$ cat src/hdl/utoa_pkg.sv
// ----------------------------------------------------------------------------
// utoa_pkg
// Shared types, constants and helpers for the unsigned to ASCII radix core.
// ----------------------------------------------------------------------------
package utoa_pkg;

    localparam int VALUE_WIDTH_DEF = 64;
    localparam int CHUNK_W         = 8;
    localparam int RADIX_W         = 5;
    localparam int DIGIT_W         = 4;
    localparam int CHAR_W          = 7;

    localparam logic [RADIX_W-1:0] RADIX_MIN = 5'd2;
    localparam logic [RADIX_W-1:0] RADIX_MAX = 5'd16;

    localparam logic [CHAR_W-1:0]  CHAR_NUL     = 7'h00;
    localparam logic [CHAR_W-1:0]  CHAR_ZERO    = 7'h30;
    localparam logic [CHAR_W-1:0]  CHAR_NINE    = 7'h39;
    localparam logic [CHAR_W-1:0]  CHAR_LOWER_A = 7'h61;
    localparam logic [CHAR_W-1:0]  CHAR_LOWER_F = 7'h66;
    localparam logic [CHAR_W-1:0]  CHAR_UPPER_A = 7'h41;
    localparam logic [CHAR_W-1:0]  CHAR_UPPER_F = 7'h46;
    localparam logic [DIGIT_W-1:0] DIGIT_TEN    = 4'd10;

    typedef struct packed {
        logic [63:0]        value;
        logic [RADIX_W-1:0] radix;
        logic               upper_case;
    } in_t;

    typedef struct packed {
        logic [CHAR_W-1:0] digit_char;
        logic              last;
        logic              bad_radix;
    } out_t;

    typedef struct packed {
        logic busy;
        logic done;
    } div_stat_t;

    typedef enum logic [2:0] {
        ST_IDLE,
        ST_START,
        ST_WAIT,
        ST_READ,
        ST_EMIT,
        ST_BAD
    } state_t;

    function automatic logic [CHAR_W-1:0] ascii_digit(
        input logic [DIGIT_W-1:0] d,
        input logic               upper
    );
        logic [CHAR_W-1:0] base;
        base = upper ? CHAR_UPPER_A : CHAR_LOWER_A;
        if (d < DIGIT_TEN) begin
            return CHAR_ZERO + CHAR_W'(d);
        end else begin
            return base + CHAR_W'(d - DIGIT_TEN);
        end
    endfunction

endpackage

$ cat src/hdl/utoa_div.sv
// ----------------------------------------------------------------------------
// utoa_div
// Iterative long division by a small radix, one byte of dividend per cycle.
// ----------------------------------------------------------------------------
module utoa_div #(
    parameter int VALUE_WIDTH = utoa_pkg::VALUE_WIDTH_DEF
) (
    input  logic                            aclk,
    input  logic                            aresetn,
    input  logic                            start,
    input  logic [VALUE_WIDTH-1:0]          dividend,
    input  logic [utoa_pkg::RADIX_W-1:0]    radix,
    output utoa_pkg::div_stat_t             stat,
    output logic [VALUE_WIDTH-1:0]          quotient,
    output logic [utoa_pkg::DIGIT_W-1:0]    remainder
);

    localparam int CW     = utoa_pkg::CHUNK_W;
    localparam int RW     = utoa_pkg::RADIX_W;
    localparam int CHUNKS = (VALUE_WIDTH + CW - 1) / CW;
    localparam int PAD_W  = CHUNKS * CW;
    localparam int CCW    = (CHUNKS > 1) ? $clog2(CHUNKS) : 1;

    logic [PAD_W-1:0]                  work_reg, work_next;
    logic [utoa_pkg::DIGIT_W-1:0]      rem_reg, rem_next;
    logic [CCW-1:0]                    cnt_reg, cnt_next;
    logic                              busy_reg, busy_next;
    logic                              done_reg, done_next;
    logic [CW-1:0]                     q_chunk;
    logic [PAD_W+CW-1:0]               shifted;

    // restoring division over one byte of the dividend
    always_comb begin
        logic [RW-1:0] t;
        logic [CW-1:0] top;
        top = work_reg[PAD_W-1 -: CW];
        t   = RW'(rem_reg);
        for (int i = CW - 1; i >= 0; i--) begin
            t = {t[RW-2:0], top[i]};
            if (t >= radix) begin
                t = t - radix;
                q_chunk[i] = 1'b1;
            end else begin
                q_chunk[i] = 1'b0;
            end
        end
        rem_next = t[utoa_pkg::DIGIT_W-1:0];
    end

    assign shifted = {work_reg, q_chunk};

    always_comb begin
        work_next = work_reg;
        cnt_next  = cnt_reg;
        busy_next = busy_reg;
        done_next = 1'b0;
        if (start) begin
            work_next = PAD_W'(dividend);
            cnt_next  = CCW'(CHUNKS - 1);
            busy_next = 1'b1;
        end else if (busy_reg) begin
            work_next = shifted[PAD_W-1:0];
            cnt_next  = cnt_reg - 1'b1;
            if (cnt_reg == '0) begin
                busy_next = 1'b0;
                done_next = 1'b1;
            end
        end
    end

    always_ff @(posedge aclk) begin
        if (!aresetn) begin
            busy_reg <= 1'b0;
            done_reg <= 1'b0;
            cnt_reg  <= '0;
        end else begin
            busy_reg <= busy_next;
            done_reg <= done_next;
            cnt_reg  <= cnt_next;
        end
    end

    always_ff @(posedge aclk) begin
        work_reg <= work_next;
        if (start) begin
            rem_reg <= '0;
        end else if (busy_reg) begin
            rem_reg <= rem_next;
        end
    end

    assign stat.busy = busy_reg;
    assign stat.done = done_reg;
    assign quotient  = work_reg[VALUE_WIDTH-1:0];
    assign remainder = rem_reg;

endmodule

$ cat src/hdl/unsigned_to_ascii_radix_core.sv
// ----------------------------------------------------------------------------
// unsigned_to_ascii_radix_core
// Converts an unsigned value to ASCII digits in radix 2 to 16, most
// significant digit first, one character per output transfer.
// ----------------------------------------------------------------------------
// One input transfer is taken at a time. Each digit costs one pass of the
// shared byte-serial divider plus the START and WAIT sequencing states, and
// the digits are kept in a VALUE_WIDTH deep digit store; they are read back
// in reverse through the READ and EMIT states. A bad radix gives a single
// transfer. A finished character waits in the output register while the
// core moves on.
module unsigned_to_ascii_radix_core #(
    parameter int VALUE_WIDTH = utoa_pkg::VALUE_WIDTH_DEF
) (
    input  logic           aclk,
    input  logic           aresetn,
    input  logic           s_valid,
    output logic           s_ready,
    input  utoa_pkg::in_t  s_data,
    output logic           m_valid,
    input  logic           m_ready,
    output utoa_pkg::out_t m_data
);

    localparam int AW = $clog2(VALUE_WIDTH);
    localparam int NW = $clog2(VALUE_WIDTH + 1);

    utoa_pkg::state_t                  state_reg, state_next;
    logic [VALUE_WIDTH-1:0]            val_reg, val_next;
    logic [utoa_pkg::RADIX_W-1:0]      radix_reg, radix_next;
    logic                              upper_reg, upper_next;
    logic [NW-1:0]                     cnt_reg, cnt_next;
    logic [AW-1:0]                     rd_ptr_reg, rd_ptr_next;
    utoa_pkg::out_t                    out_reg, out_next;
    logic                              m_valid_reg, m_valid_next;
    logic [utoa_pkg::DIGIT_W-1:0]      rdata_reg;
    logic [utoa_pkg::DIGIT_W-1:0]      mem [VALUE_WIDTH];

    logic                              div_start;
    utoa_pkg::div_stat_t               div_stat;
    logic [VALUE_WIDTH-1:0]            div_quot;
    logic [utoa_pkg::DIGIT_W-1:0]      div_rem;
    logic                              mem_we;
    logic                              out_load;
    logic                              out_free;
    logic                              radix_bad;

    utoa_div #(
        .VALUE_WIDTH (VALUE_WIDTH)
    ) u_div (
        .aclk      (aclk),
        .aresetn   (aresetn),
        .start     (div_start),
        .dividend  (val_reg),
        .radix     (radix_reg),
        .stat      (div_stat),
        .quotient  (div_quot),
        .remainder (div_rem)
    );

    assign out_free  = !m_valid_reg || m_ready;
    assign radix_bad = (s_data.radix < utoa_pkg::RADIX_MIN) ||
                       (s_data.radix > utoa_pkg::RADIX_MAX);

    always_comb begin
        state_next   = state_reg;
        val_next     = val_reg;
        radix_next   = radix_reg;
        upper_next   = upper_reg;
        cnt_next     = cnt_reg;
        rd_ptr_next  = rd_ptr_reg;
        out_next     = out_reg;
        s_ready      = 1'b0;
        div_start    = 1'b0;
        mem_we       = 1'b0;
        out_load     = 1'b0;
        case (state_reg)
            utoa_pkg::ST_IDLE: begin
                s_ready = 1'b1;
                if (s_valid) begin
                    val_next   = s_data.value[VALUE_WIDTH-1:0];
                    radix_next = s_data.radix;
                    upper_next = s_data.upper_case;
                    cnt_next   = '0;
                    state_next = radix_bad ? utoa_pkg::ST_BAD : utoa_pkg::ST_START;
                end
            end
            utoa_pkg::ST_START: begin
                div_start  = 1'b1;
                state_next = utoa_pkg::ST_WAIT;
            end
            utoa_pkg::ST_WAIT: begin
                if (div_stat.done) begin
                    mem_we   = 1'b1;
                    val_next = div_quot;
                    cnt_next = cnt_reg + 1'b1;
                    if (div_quot == '0) begin
                        rd_ptr_next = cnt_reg[AW-1:0];
                        state_next  = utoa_pkg::ST_READ;
                    end else begin
                        state_next  = utoa_pkg::ST_START;
                    end
                end
            end
            utoa_pkg::ST_READ: begin
                state_next = utoa_pkg::ST_EMIT;
            end
            utoa_pkg::ST_EMIT: begin
                if (out_free) begin
                    out_load            = 1'b1;
                    out_next.digit_char = utoa_pkg::ascii_digit(rdata_reg, upper_reg);
                    out_next.last       = (rd_ptr_reg == '0);
                    out_next.bad_radix  = 1'b0;
                    if (rd_ptr_reg == '0) begin
                        state_next = utoa_pkg::ST_IDLE;
                    end else begin
                        rd_ptr_next = rd_ptr_reg - 1'b1;
                        state_next  = utoa_pkg::ST_READ;
                    end
                end
            end
            utoa_pkg::ST_BAD: begin
                if (out_free) begin
                    out_load            = 1'b1;
                    out_next.digit_char = utoa_pkg::CHAR_NUL;
                    out_next.last       = 1'b1;
                    out_next.bad_radix  = 1'b1;
                    state_next          = utoa_pkg::ST_IDLE;
                end
            end
            default: begin
                state_next = utoa_pkg::ST_IDLE;
            end
        endcase
    end

    always_comb begin
        m_valid_next = m_valid_reg;
        if (out_load) begin
            m_valid_next = 1'b1;
        end else if (m_ready) begin
            m_valid_next = 1'b0;
        end
    end

    always_ff @(posedge aclk) begin
        if (!aresetn) begin
            state_reg   <= utoa_pkg::ST_IDLE;
            m_valid_reg <= 1'b0;
            cnt_reg     <= '0;
            rd_ptr_reg  <= '0;
        end else begin
            state_reg   <= state_next;
            m_valid_reg <= m_valid_next;
            cnt_reg     <= cnt_next;
            rd_ptr_reg  <= rd_ptr_next;
        end
    end

    always_ff @(posedge aclk) begin
        val_reg   <= val_next;
        radix_reg <= radix_next;
        upper_reg <= upper_next;
        out_reg   <= out_next;
    end

    // digit store, least significant digit at the lowest address
    always_ff @(posedge aclk) begin
        if (mem_we) begin
            mem[cnt_reg[AW-1:0]] <= div_rem;
        end
        rdata_reg <= mem[rd_ptr_reg];
    end

    assign m_valid = m_valid_reg;
    assign m_data  = out_reg;

    a_bad_form: assert property (@(posedge aclk) disable iff (!aresetn)
        m_valid && m_data.bad_radix |->
            m_data.last && (m_data.digit_char == utoa_pkg::CHAR_NUL))
        else $error("bad radix transfer not a lone null character");

    a_div_idle_start: assert property (@(posedge aclk) disable iff (!aresetn)
        div_start |-> !div_stat.busy)
        else $error("divider started while busy");

    a_store_bound: assert property (@(posedge aclk) disable iff (!aresetn)
        mem_we |-> (cnt_reg < NW'(VALUE_WIDTH)))
        else $error("digit store overrun");

    a_load_free: assert property (@(posedge aclk) disable iff (!aresetn)
        out_load |-> (!m_valid_reg || m_ready))
        else $error("output register overwritten before transfer");

    a_digit_range: assert property (@(posedge aclk) disable iff (!aresetn)
        m_valid && !m_data.bad_radix |->
            ((m_data.digit_char >= utoa_pkg::CHAR_ZERO) &&
             (m_data.digit_char <= utoa_pkg::CHAR_NINE)) ||
            ((m_data.digit_char >= utoa_pkg::CHAR_LOWER_A) &&
             (m_data.digit_char <= utoa_pkg::CHAR_LOWER_F)) ||
            ((m_data.digit_char >= utoa_pkg::CHAR_UPPER_A) &&
             (m_data.digit_char <= utoa_pkg::CHAR_UPPER_F)))
        else $error("digit character out of range");

endmodule
$ cat config.mk
export PLATFORM = sky130hd
export DESIGN_NAME = unsigned_to_ascii_radix_core
export DESIGN_NICKNAME = d
export VERILOG_FILES = /design/src/hdl/utoa_pkg.sv /design/src/hdl/utoa_div.sv /design/src/hdl/unsigned_to_ascii_radix_core.sv
export SDC_FILE = /design/constraint.sdc
export NUM_CORES = 1
export LEC_CHECK = 0
export ABC_AREA = 1
export BUFFER_PORTS_ARGS = -buffer_cell sky130_fd_sc_hd__buf_2
export CORE_MARGIN = 1
export CORE_UTILIZATION = 30
export CTS_BUF_LIST = sky130_fd_sc_hd__clkbuf_4 sky130_fd_sc_hd__clkbuf_8
export DETAILED_ROUTE_END_ITERATION = 6
export GPL_ROUTABILITY_DRIVEN = 0
export PLACE_DENSITY = 0.54
export RECOVER_POWER = 100
export REMOVE_ABC_BUFFERS = 1
export SETUP_SLACK_MARGIN = 0.4
export SLEW_MARGIN = 15
export SYNTH_ARGS = -nofsm -noshare
export SYNTH_HDL_FRONTEND = slang
export SYNTH_HIERARCHICAL = 1
export SYNTH_SLANG_ARGS = --single-unit
$ cat constraint.sdc
create_clock -name aclk -period 25.9 [get_ports aclk]
set_input_delay 3.885 -clock aclk [delete_from_list [all_inputs] [get_ports aclk]]
set_output_delay 3.885 -clock aclk [all_outputs]
set_load 0.01 [all_outputs]
==> results of run 1 <==
final timing paths:
path,from,endpoint,depth (start not counted)
min reg2reg,u_div/cnt_reg[1]$_SDFFE_PN0P_,u_div/cnt_reg[1]$_SDFFE_PN0P_,2
max,u_div/remainder[1]$_SDFFE_PP0P_,u_div/remainder[0]$_SDFFE_PP0P_,66
min,u_div/cnt_reg[1]$_SDFFE_PN0P_,u_div/cnt_reg[1]$_SDFFE_PN0P_,2
max reg2reg,u_div/remainder[1]$_SDFFE_PP0P_,u_div/remainder[0]$_SDFFE_PP0P_,66
placed cells by master, fill, tap and decap left out, types with 12 or more instances in the layout:
master	count
a21oi_1	38
buf_2	65
clkbuf_1	26
clkbuf_4	28
clkbuf_8	80
clkinv_1	15
dfxtp_1	28
edfxtp_1	399
ha_1	51
inv_1	95
nand2_1	751
nand3_1	196
nor2_1	222
o21ai_0	64
o21ai_1	19
xor2_1	12
final cells by class:
type / instances / area, um2
fillers: 6831 / 44540
flip-flops and latches: 428 / 12560
multi-input cells: 1447 / 6844
clock buffers: 108 / 1311
well taps: 873 / 1092
repair buffers: 98 / 475.5
inverters: 111 / 426.7
clock inverters: 21 / 147.6
stage by stage:
stage               instance area (um2)  cells
floorplan                         20020   1986
global placement                  21660   2957
detailed placement                21660   2957
CTS                               23110   3086
global route                      22860   3086
finish                            22860   3086
layer usage:
metal	track usage [%]	up-vias
li1	-	7118
met1	20.26	7030
met2	25.32	403
met3	2.572	98
met4	4.805	0
met5	0	-
worst min-delay path, delay by kind of cell, from the launching register on:
| kind | cells | cell delay (ns) |
|---|---|---|
| DFF | 1 | 0.29 |
| AOI/OAI and AO/OA | 1 | 0.08 |
| buffers and inverters | 1 | 0.07 |
==> impl_metrics.yaml, run 1 <==
status:
  status: "complete, but fails checks"
  violations: "capacitance limit, slew limit"
sta:
  worst_pin_slew_ns: 3.960
  fmax_mhz: 75.35
  fin_tns_setup_ns: 0
  hold_slack_ns: 0.4947
  setup_viol: 0
  relSlewSlack_pct: -164.0
  layout_min_cycle_time_ns: 13.27
  setup_ws_ns: 12.63
  finalMaxSlewViolations: 749
  period_share_pct: 51.24
  rsz0062_at_grt: "false"
  hold_viol_final: 0
  fin_skew_ns: 0.03296
routing:
  num_vias: 14649
  wl_um: 52310
  drc: 0
  wl_met2_um: 24930
  drt_iter0_drc: 963
  wl_met1_um: 23390
  wl_met3_um: 2738
  highest_layer: "met4"
  ant_nets: 0
  first_pass_iters: 5
  avgViaCountPerCell: 4.747
  wl_per_cell_um: 16.95
grt:
  grt_max_degree: 76
  first_global_vias: 14858
  grt_pass1_wl_um: 83100
  antenna_found_initial: 0
  grt.total_usage_pct: 15.26
  grt_overflow: 0
cts:
  cts_hold_buffers: 0
  clockBufferDepth: 3
  cts_tree: "built"
  clock_sinks: 428
  postCtsSetupBuffers: 0
  root_buffer: "clkbuf_8"
  h-tree-depth: 3
  numCtsBuffers: 74
  path_clk_slew_ns: 0.05
  ctsResizeCount: 0
  clock_latency_ns: 0.63
run:
  cap_violations: 11
logic_synthesis:
  syn_avg_cell_area_um2: 9.900
  syn_inst: 2070
  yosysWarnings: 6
  syn_area_um2: 20490
cells_and_area:
  final_core_util_pct: 33.92
  final_nets: 2293
  diodes: 0
  syn2layout_area_growth_pct: 11.56
  drive_above_1_share_pct: 10.53
  largest_register_ff_count: 256
setup_path:
  crit_family: "simple AND/OR/NAND/NOR gates"
  arrival_ns: 13.61
  startpoint_type: "flop"
  path_buf_inv: 9
  cp_max_fo: 67
  cp_slowest_cell: "clkbuf_1"
  crit_top_cell: "nand2_1"
  crit_type: "flop to flop"
  worst_path_largest_cell_delay_ns: 2.12
  cp.required_ns: 26.24
  cp-end-kind: "flop"
  r2r_slack_ns: 12.63
placement:
  portBuffers: 84
  hpwl_um: 32270
  place_ws_ns: 15.72
hold_path:
  hold_path_class: "flop to flop"
floorplan:
  die_w_um: 263.4
  start_util_pct: 30.41
  die_height_um: 263.4
  die_area_um2: 69360
  fp-row-count: 95
  num_io_pins: 85
  core_area_um2: 67400
Power of run 1 is not shown: default switching activity piles up to over one toggle a cycle in this logic, so the estimate is an artifact.
==> run 2, diff against run 1 <==
--- a/config.mk
+++ b/config.mk
@@ -5,7 +5,7 @@
 export SDC_FILE = /design/constraint.sdc
 export NUM_CORES = 1
 export LEC_CHECK = 0
-export ABC_AREA = 1
+export ABC_AREA = 0
 export BUFFER_PORTS_ARGS = -buffer_cell sky130_fd_sc_hd__buf_2
 export CORE_MARGIN = 1
 export CORE_UTILIZATION = 30
==> constraint.sdc (replaced) <==
create_clock -name aclk -period 13.2 [get_ports aclk]
set_input_delay 1.98 -clock aclk [delete_from_list [all_inputs] [get_ports aclk]]
set_output_delay 1.98 -clock aclk [all_outputs]
set_load 0.01 [all_outputs]
==> impl_metrics.yaml, run 2 <==
run:
  cap_violations: 7
sta:
  setup_viol: 0
  fin_tns_setup_ns: 0
  period_share_pct: 91.50
  fin_skew_ns: 0.04349
  fmax_mhz: 82.80
  hold_viol_final: 0
  layout_min_cycle_time_ns: 12.08
  rsz0062_at_grt: "false"
  worst_pin_slew_ns: 4.200
  relSlewSlack_pct: -180.0
  finalMaxSlewViolations: 406
logic_synthesis:
  yosysWarnings: 6
  syn_inst: 1225
  syn_area_um2: 19610
  syn_avg_cell_area_um2: 16.01
routing:
  avgViaCountPerCell: 4.872
  num_vias: 10943
  ant_nets: 0
  drt_iter0_drc: 715
  first_pass_iters: 5
  wl_um: 46110
  wl_per_cell_um: 20.53
  drc: 0
cts:
  root_buffer: "clkbuf_8"
  ctsResizeCount: 0
  clock_latency_ns: 0.66
  postCtsSetupBuffers: 0
  cts_tree: "built"
  clockBufferDepth: 3
  cts_hold_buffers: 0
  path_clk_slew_ns: 0.07
  numCtsBuffers: 73
  clock_sinks: 428
  h-tree-depth: 3
grt:
  grt_overflow: 0
  grt_max_degree: 69
  grt_pass1_wl_um: 71240
  antenna_found_initial: 9
  first_global_vias: 11731
  grt.total_usage_pct: 14.05
placement:
  portBuffers: 84
  hpwl_um: 29140
  placed_area_um2: 20920
  dp.cells: 2118
cells_and_area:
  largest_register_ff_count: 256
  fin_area_um2: 22210
  layout_common_cells: "edfxtp_1, mux2_2, nor2_1, clkbuf_8, buf_2"
  final_nets: 1471
  stdcell_count: 2246
  final_common_cell: "edfxtp_1"
  syn2layout_area_growth_pct: 13.26
  drive_above_1_share_pct: 29.39
floorplan:
  start_util_pct: 30.42
  die_height_um: 257.7
  die_w_um: 257.7
  num_io_pins: 85
  core_area_um2: 64460
  die_area_um2: 66400
  fp-row-count: 93
setup_path:
  cp-end-kind: "flop"
  cp.required_ns: 13.71
  crit_type: "flop to flop"
  worst_path_largest_cell_delay_ns: 0.48
  arrival_ns: 12.59
  startpoint_type: "flop"
  crit_top_cell: "ha_1"
  cp_max_fo: 14
  cp_slowest_cell: "edfxtp_1"
status:
  status: "complete, but fails checks"
  violations: "capacitance limit, slew limit"
hold_path:
  hold_path_class: "flop to flop"
run 2: cell types whose count changed in the layout (fill, tap and decap cells not counted), moves of 12 or more:
cell,before,now
nand2_1,751,46
nand3_1,196,7
mux2_2,0,131
nor2_1,222,112
mux4_2,0,64
inv_1,95,36
o21ai_0,64,25
nor4_1,0,18
o21ai_1,19,3
a21oi_1,38,24
nand2b_1,0,13
mux4_1,0,12
nor2b_1,0,12
run 2: layout make-up:
type / count / area, um2
diodes: 3 / 7.507
clock buffers: 98 / 1211
clock inverters: 27 / 155.1
fillers: 6244 / 42250
inverters: 41 / 157.7
multi-input cells: 699 / 6588
flip-flops and latches: 428 / 12560
well taps: 855 / 1070
repair buffers: 95 / 457.9
run 2: per-layer routing:
layer  wire length [um]  global-route usage, %  up-vias
met2              22510                  22.83      294
li1                   -                      -     5026
met5                 78                      0        -
met3               2348                  3.484      101
met4               1116                  4.947       12
met1              20060                  18.20     5510
run 2: path summary, 6_finish.rpt:
path | from | to | slack, ns | cells after the start
setup reg to reg | radix_reg[1]$_DFFE_PP_ | u_div/remainder[2]$_SDFFE_PP0P_ | 1.12 | 47
setup / recovery | radix_reg[1]$_DFFE_PP_ | u_div/remainder[2]$_SDFFE_PP0P_ | 1.12 | 47
hold reg to reg | val_reg[5]$_DFFE_PP_ | u_div/quotient[5]$_DFFE_PP_ | 0.53 | 2
hold / removal | val_reg[5]$_DFFE_PP_ | u_div/quotient[5]$_DFFE_PP_ | 0.53 | 2
run 2: through the flow:
stage | hold WS [ns] | util (%) | setup slack [ns]
floorplan | 0.5000 | - | 2.109
global placement | 0.5220 | 32.45 | 1.641
detailed placement | 0.5175 | 32.45 | 1.170
CTS | 0.5383 | 34.57 | 1.130
global route | 0.5503 | 34.45 | 0.2638
finish | 0.5303 | 34.46 | 1.122
run 2: critical path, delay by kind of cell (launching register included):
| kind | cells | cell delay, ns |
|---|---|---|
| fa+ha+maj | 8 | 2.75 |
| flops | 1 | 0.48 |
| simple gates | 7 | 1.08 |
| mux | 5 | 1.89 |
| buf+inv | 1 | 0.45 |
| compound gates | 26 | 5.28 |
Power of run 2 is left out for the same reason.
==> run 3, diff against run 2 <==
--- a/config.mk
+++ b/config.mk
@@ -12,10 +12,11 @@
 export CTS_BUF_LIST = sky130_fd_sc_hd__clkbuf_4 sky130_fd_sc_hd__clkbuf_8
 export DETAILED_ROUTE_END_ITERATION = 6
 export GPL_ROUTABILITY_DRIVEN = 0
-export PLACE_DENSITY = 0.54
+export PLACE_DENSITY = 0.51
 export RECOVER_POWER = 100
 export REMOVE_ABC_BUFFERS = 1
 export SETUP_SLACK_MARGIN = 0.4
+export SKIP_CTS_REPAIR_TIMING = 1
 export SLEW_MARGIN = 15
 export SYNTH_ARGS = -nofsm -noshare
 export SYNTH_HDL_FRONTEND = slang
==> impl_metrics.yaml, run 3 (same netlist as run 2, synthesis figures left out) <==
status:
  status: "complete, but fails checks"
  violations: "capacitance limit, slew limit"
hold_path:
  hold_path_class: "flop to flop"
  holdCritStartpoint: "val_reg[34]$_DFFE_PP_"
grt:
  grt_pass1_wl_um: 70610
  antenna_found_initial: 12
  grt_overflow: 0
  first_global_vias: 11494
  grtUsageMet1_pct: 18.45
  grt_max_degree: 72
  top_usage_layer: "met2"
  use_met3_pct: 3.426
  grt.total_usage_pct: 14.07
  use_met2_pct: 22.74
floorplan:
  num_io_pins: 85
  core_area_um2: 64460
  fp-row-count: 93
  die_height_um: 257.7
  die_area_um2: 66400
  die_w_um: 257.7
  start_util_pct: 30.42
routing:
  wl_um: 46760
  wl_per_cell_um: 20.64
  drt_iter0_drc: 780
  num_vias: 11038
  first_pass_iters: 5
  drc: 0
  ant_nets: 0
  avgViaCountPerCell: 4.873
cells_and_area:
  final_nets: 1476
  drive_above_1_share_pct: 30.11
  syn2layout_area_growth_pct: 14.03
  largest_register_ff_count: 256
  stdcell_count: 2265
  layout_common_cells: "edfxtp_1, mux2_2, nor2_1, clkbuf_8, buf_2"
  final_common_cell: "edfxtp_1"
setup_path:
  r2r_slack_ns: 1.28
  rr_startpoint: "radix_reg[1]$_DFFE_PP_"
  crit_top_cell: "ha_1"
  cp_slowest_cell: "edfxtp_1"
  arrival_ns: 12.22
  worst_path_largest_cell_delay_ns: 0.46
  cp_max_fo: 9
  crit_type: "flop to flop"
  worstSetupStartpoint: "radix_reg[1]$_DFFE_PP_"
  startpoint_type: "flop"
  cp-end-kind: "flop"
  cp.required_ns: 13.51
sta:
  hold_viol_final: 0
  period_share_pct: 90.27
  fin_tns_setup_ns: 0
  setup_viol: 0
  fin_skew_ns: 0.05571
  layout_min_cycle_time_ns: 11.92
  fmax_mhz: 83.93
  finalMaxSlewViolations: 392
  rsz0062_at_grt: "false"
  relSlewSlack_pct: -184.0
  worst_pin_slew_ns: 4.259
cts:
  clock_sinks: 428
  path_clk_slew_ns: 0.06
  cts_tree: "built"
  clock_latency_ns: 0.65
  clockBufferDepth: 3
  root_buffer: "clkbuf_8"
  numCtsBuffers: 74
  h-tree-depth: 3
placement:
  portBuffers: 84
  dp.cells: 2118
  hpwl_um: 29480
run:
  cap_violations: 6
==> run 3: area by class of cell <==
cell class,count,area (um2)
antenna,5,12.51
clock buffer,97,1216
clock inverter,41,266.5
fill,6302,42100
inverter,41,155.1
multi-input combinational,699,6588
sequential,428,12570
tap,855,1070
timing repair buffer,99,488.0
==> run 3: worst paths after layout <==
path                                      to  cells after the start
max reg2reg  u_div/remainder[0]$_SDFFE_PP0P_                     47
min             u_div/quotient[34]$_DFFE_PP_                      1
max          u_div/remainder[0]$_SDFFE_PP0P_                     47
min reg2reg     u_div/quotient[34]$_DFFE_PP_                      1
==> run 3: metrics by stage <==
step	setup WS, ns	hold WS (ns)	util (%)	cell area, um2
finish	1.285	0.5309	34.69	22360
global route	0.2792	0.5582	34.69	22360
CTS	1.072	0.5207	34.75	22400
detailed placement	1.116	0.5305	32.45	20920
global placement	1.615	0.5268	32.45	20920
floorplan	2.109	0.5000	-	19330
==> run 3: worst max-delay path: cells and delay by family, from the launching register on <==
kind                     cells  cell delay, ns
AO/OA/AOI/OAI               27            5.15
adder cells (fa/ha/maj)      8            2.63
multiplexers                 6            2.25
AND/OR/NAND/NOR              5            0.79
flip-flops                   1            0.46
buffers and inverters        1            0.30
==> run 3: per-layer routing <==
metal / share of wire [%] / wire length [um]
met5: 0.18 / 82
met2: 47 / 22170
met3: 5.9 / 2772
met1: 44 / 20600
met4: 2.4 / 1129
Power of run 3 is left out for the same reason.
